[src/design/etr_ram.sv]
// Generic single-write, single-read synchronous RAM with a registered read port.
// Standalone; read of an address written in the same cycle returns the old data.
module etr_ram #(
	parameter int WIDTH = 8,
	parameter int DEPTH = 256
) (
	input  logic                     clk,
	input  logic                     we,
	input  logic [$clog2(DEPTH)-1:0] waddr,
	input  logic [WIDTH-1:0]         wdata,
	input  logic                     re,
	input  logic [$clog2(DEPTH)-1:0] raddr,
	output logic [WIDTH-1:0]         rdata
);
	logic [WIDTH-1:0] mem [DEPTH];

	// Write port and registered read port.
	always_ff @(posedge clk) begin
		if (we) begin
			mem[waddr] <= wdata;
		end
		if (re) begin
			rdata <= mem[raddr];
		end
	end
endmodule

[config.mk]
export PLATFORM = sky130hd
export DESIGN_NAME = etr_ram
export DESIGN_NICKNAME = d
export VERILOG_FILES = /design/src/design/etr_ram.sv
export SDC_FILE = /design/constraint.sdc
export NUM_CORES = 2
export LEC_CHECK = 0
export ABC_AREA = 0
export BUFFER_PORTS_ARGS = -buffer_cell sky130_fd_sc_hd__buf_4
export CORE_ASPECT_RATIO = 0.8
export CORE_MARGIN = 10
export CORE_UTILIZATION = 59
export CTS_CLUSTER_DIAMETER = 120
export DETAILED_ROUTE_END_ITERATION = 8
export MAX_ROUTING_LAYER = met4
export PLACE_DENSITY = 0.75
export SYNTH_ARGS = -nofsm -noshare
export SYNTH_HDL_FRONTEND = slang
export SYNTH_SLANG_ARGS = --single-unit
[constraint.sdc]
create_clock -name clk -period 3 [get_ports clk]
set_input_delay 0.3 -clock clk [delete_from_list [all_inputs] [get_ports clk]]
set_output_delay 0.3 -clock clk [all_outputs]
set_load 0.01 [all_outputs]
== Yosys cells after proc, flatten, opt, wreduce, memory -nomap -nowiden ==
Memories as Yosys holds them, arrays and structs flattened. A register that Yosys moved wholly into a read port is not among the register bits.
Cells that the tools add are included.

* Register bits after elaboration: 0
* Bits in writable memories: 2048
* Bits of input ports: 27
* Output and inout port bits: 8
* Memories kept: 1

* Muxes and demuxes: 2

{| class="wikitable"
|+ Memories
! memory !! depth !! bits a word !! read ports !! clocked after Yosys merged registers in !! wr ports !! RTL line !! source
|-
| mem || 256 || 8 || 1 || 1 || 1 || 15 || <nowiki>logic [WIDTH-1:0] mem [DEPTH];</nowiki>
|}

{| class="wikitable"
|+ Operator list
! cell !! count
|-
| 1-bit 2-to-1 mux || 2
|}

== Depth between registers and ports, before layout ==
* Depth after elaboration: 2
* Depth in mapped cells: 11
* Mapped depth without buffers: 6

== Least setup slack after synthesis ==
No wires, ideal clock.

* Kind: input port to flip-flop
* Start: input port raddr[0]
* End: register rdata[2] (read register of mem), data pin
* Library setup time: 0.269 ns
* Arrival: 2.107 ns
* Data required time: 2.731 ns
* Slack: 0.624 ns
* Cell stages on the path: 9
* Path buffers: 4
* Cells stage by stage: buf_6 buf_12 buf_8 buf_2 mux4_2 a22oi_1 a21oi_1 nor4_1 nor4_2

{| class="wikitable"
|+ RTL lines
! item !! RTL line !! source
|-
| from (decl) || 12 || <nowiki>input logic [$clog2(DEPTH)-1:0] raddr,</nowiki>
|-
| to (decl) || 13 || <nowiki>output logic [WIDTH-1:0] rdata</nowiki>
|}

==> results.sh <==
export IMPL_outcome="complete, but fails checks"
export IMPL_violations="negative setup slack"
export IMPL_grt_max_degree=113
export IMPL_postSynthNetCount=3760
export IMPL_post_synth_cell_area_avg_um2=21.3
export IMPL_netlist_area_um2=79600
export IMPL_clk_pin_slew_worst_paths_ns=0.06
export IMPL_yosys_area_share_simple_pct=2.63
export IMPL_worst_setup_end_kind="flip-flop"
export IMPL_nNetsFinal=4293
export IMPL_io_buffers=34
export IMPL_synthXorXnorAreaFrac_pct=0
export IMPL_dominantRegCellSynth="sky130_fd_sc_hd__edfxtp_1"
export IMPL_leakage_nw=29.3
export IMPL_crit_path_max_incr_delay_ns=0.91
export IMPL_cts_tree="built"
export IMPL_detail_route_first_pass_iterations=6
export IMPL_clk_path_buf_depth=3
export IMPL_clkPwrFrac_pct=39.2
export IMPL_share_seq_of_total_power_pct=55.3
export IMPL_drt_iter0_markers=6018
export IMPL_start_util_pct=59.5
export IMPL_synth_compound_area_share_pct=3.42
export IMPL_detail_route_antenna_nets=0
export IMPL_grt_overflow=0
export IMPL_number_of_max_cap_violations=0
export IMPL_yosysSeqAreaShare_pct=77.5
export IMPL_place_detailed_hpwl_mm=123
export IMPL_routedWlPerCell_um=31.9
export IMPL_cts_repair_timing_setup_buffer_count=0
export IMPL_startpoint="mem[210][3]"
export IMPL_psw_mw=12.1
export IMPL_setup_viol_count_final=1
export IMPL_syn_inst=3733
export IMPL_regToRegStartpoint="mem[210][3]"
export IMPL_crit_type="flip-flop to flip-flop"
export IMPL_grt_use_total_pct=27.2
export IMPL_antenna_found_initial=9
export IMPL_clock_latency_ns=0.82
export IMPL_slowest_stage="sky130_fd_sc_hd__nor3_1"
export IMPL_drt_total_wl_mm=197
export IMPL_placed_cells=5840
export IMPL_startpoint_type="flip-flop"
export IMPL_tightest_hold_margin_ns=0.102
export IMPL_via_cell_ratio=6.67
export IMPL_flow_area_growth_from_synthesis_pct=14.5
export IMPL_grt_first_pass_wirelength_mm=289
export IMPL_postLayoutSetupSlackWorst_ns=-0.0449
export IMPL_yosys_reg_bits=2056
export IMPL_timing_hold_violations_final=0
export IMPL_cts_root_buf="sky130_fd_sc_hd__clkbuf_16"
export IMPL_chip_height_um=349
export IMPL_power_density_nw_per_um2=629
export IMPL_final_layout_size_suffix_gt1_share_pct=29.2
export IMPL_worst_ep_arrival_time_ns=3.56
export IMPL_routed_via_count=41282
export IMPL_layout_cell_area_non_filler_um2=91200
export IMPL_slew_viol_final=0
export IMPL_grt_pass1_vias=41110
export IMPL_remaining_drc_errors=0
export IMPL_post_place_setup_slack_ns=-0.649
export IMPL_cts_sink_count=2056
export IMPL_post_cts_resized=0
export IMPL_hp_class="primary input to flip-flop"
export IMPL_number_of_flops_mapped_to_enable_cells_by_yosys=2056
export IMPL_intPower_mw=45.2
export IMPL_cts_made_buffers=189
export IMPL_synth_top_family_by_area="multiplexers"
export IMPL_async_flop_share_pct=0
export IMPL_synthAdderAreaFrac_pct=0
export IMPL_cts_htree_levels=4
export IMPL_instances_no_fill=6187
export IMPL_number_of_hold_repair_buffers_added_at_the_cts_stage=4
export IMPL_floorplan_io_pins=35
export IMPL_p_comb_share_pct=5.4
export IMPL_path_cells="mux4_2 > a22o_1 > a221oi_1 > o32ai_1 > nor3_1 > nor4_1"
export IMPL_achievable_frequency_mhz=328
export IMPL_slew_limit_headroom_pct=18.9
export IMPL_irDropWorstVdd_mv=0.660
export IMPL_switching_share_pct=21.1
export IMPL_rsz0062_at_grt="false"
export IMPL_period_needed_ns=3.04
export IMPL_tightestPinTransition_ns=1.21
export IMPL_die_width_um=431
export IMPL_floorplan_core_area_um2=134000
export IMPL_finalClockSkew_ns=0.0206
export IMPL_place_area_um2=85500
export IMPL_cp_required_ns=3.51
export IMPL_fp_dieArea_um2=150000
export IMPL_gp_congestion=0.902
export IMPL_synth_mux_area_fraction_pct=14.6
export IMPL_layout_worst_path_cycle_share_pct=101
export IMPL_number_of_rows_in_the_core_area=120
export IMPL_ys_warnings_count=0
export IMPL_synth_lib_cells_used_distinct=54
export IMPL_holdCritStartpoint="wdata[3]"
export IMPL_critical_path_peak_fanout=1
Yosys cell counts, types with 21 or more instances:
cell type,count,area (µm²)
sky130_fd_sc_hd__mux2i_1,134,1340
sky130_fd_sc_hd__nand2_1,33,124
sky130_fd_sc_hd__a21oi_1,96,480
sky130_fd_sc_hd__buf_2,31,155
sky130_fd_sc_hd__edfxtp_1,2056,61700
sky130_fd_sc_hd__o221ai_1,46,403
sky130_fd_sc_hd__buf_6,21,236
sky130_fd_sc_hd__mux4_2,454,10200
sky130_fd_sc_hd__a22oi_1,133,998
sky130_fd_sc_hd__buf_4,27,203
sky130_fd_sc_hd__nor3_1,22,110
sky130_fd_sc_hd__nor2_1,282,1060
sky130_fd_sc_hd__o22ai_1,28,175
sky130_fd_sc_hd__clkbuf_1,111,417
sky130_fd_sc_hd__nand3_1,34,170
sky130_fd_sc_hd__buf_1,22,82.6
sky130_fd_sc_hd__nor4_1,24,150
sky130_fd_sc_hd__nor2b_1,31,194
metrics by stage:
stage / total power [mW] / setup TNS [ns] / util, %
after floorplan: 33.9 / 0 / -
after global placement: 35.3 / -3.48 / 63.8
after detailed placement: 35.4 / -3.07 / 63.8
after CTS: 57.5 / 0 / 68.1
after global routing: 58.9 / 0 / 68.1
final: 57.3 / -0.0449 / 68.1
final timing paths:
kind              cells after the start     endpoint  slack (ns)
setup / recovery                      6     rdata[3]       -0.04
hold reg to reg                       6     rdata[7]        1.17
setup reg to reg                      6     rdata[3]       -0.04
hold / removal                        1  mem[246][3]        0.10
area by class of cell:
type	instances	area, µm²
clock buffer	238	5080
fill	8074	42700
timing repair buffer	575	5050
tap	1769	2210
sequential	2056	61700
inverter	2	7.51
clock inverter	101	606
multi-input combinational	1442	16500
antenna	4	10.0
power by group through the flow:
stage	sequential, mW	clock, mW	combinational [mW]
floorplan	32.3	0	1.54
global placement	32.3	0	3.02
detailed placement	32.3	0	3.07
CTS	31.7	22.7	3.10
global route	31.7	23.9	3.27
finish	31.7	22.5	3.11
cells by family (layout without fill, tap and decap cells):
group | Yosys count | count (layout)
flip-flops | 2056 | 2056
AO/OA/AOI/OAI | 385 | 385
multiplexers | 591 | 591
AND/OR/NAND/NOR | 466 | 466
other | 0 | 4
buffers and inverters | 235 | 916
sequential cells by signal, summed over array words and instances, names as in the netlist:
signal and cells:
rdata 8, mem 2048
worst max-delay path: cells and delay by family (launching register included):
kind	cells	cell delay [ns]
multiplexers	1	0.48
AO/OA/AOI/OAI	3	0.82
AND/OR/NAND/NOR	2	1.07
flip-flops	1	0.38
cells in the final DEF (no fill, tap or decap), types with 6 or more instances in the layout:
master and n:
sky130_fd_sc_hd__nor4_1 22, sky130_fd_sc_hd__nor2b_1 28, sky130_fd_sc_hd__clkinv_1 58, sky130_fd_sc_hd__clkbuf_8 8
sky130_fd_sc_hd__buf_12 53, sky130_fd_sc_hd__nand3_1 34, sky130_fd_sc_hd__o221ai_1 46, sky130_fd_sc_hd__a211oi_1 16
sky130_fd_sc_hd__a22oi_1 133, sky130_fd_sc_hd__o21ai_0 10, sky130_fd_sc_hd__nand2_1 33, sky130_fd_sc_hd__inv_6 8
sky130_fd_sc_hd__nor3_1 22, sky130_fd_sc_hd__and2_1 6, sky130_fd_sc_hd__buf_4 508, sky130_fd_sc_hd__o22ai_1 28
sky130_fd_sc_hd__edfxtp_1 2056, sky130_fd_sc_hd__a221oi_1 13, sky130_fd_sc_hd__nand4_1 10, sky130_fd_sc_hd__mux4_2 454
sky130_fd_sc_hd__o211ai_1 10, sky130_fd_sc_hd__clkbuf_16 197, sky130_fd_sc_hd__mux2i_1 134, sky130_fd_sc_hd__clkbuf_1 41
sky130_fd_sc_hd__a22o_1 8, sky130_fd_sc_hd__nor2_1 279, sky130_fd_sc_hd__a21oi_1 96, sky130_fd_sc_hd__clkinv_2 28
sky130_fd_sc_hd__nand2b_1 8
routing by layer:
| layer | track usage (%) | share of wire (%) | up-vias |
|---|---|---|---|
| met1 | 38.5 | 38 | 21503 |
| met4 | 8.48 | 3.1 | 0 |
| met2 | 40.5 | 47 | 2639 |
| met5 | - | 0 | - |
| li1 | - | - | 16766 |
| met3 | 5.51 | 12 | 374 |
(Power assumes the default switching activity.)
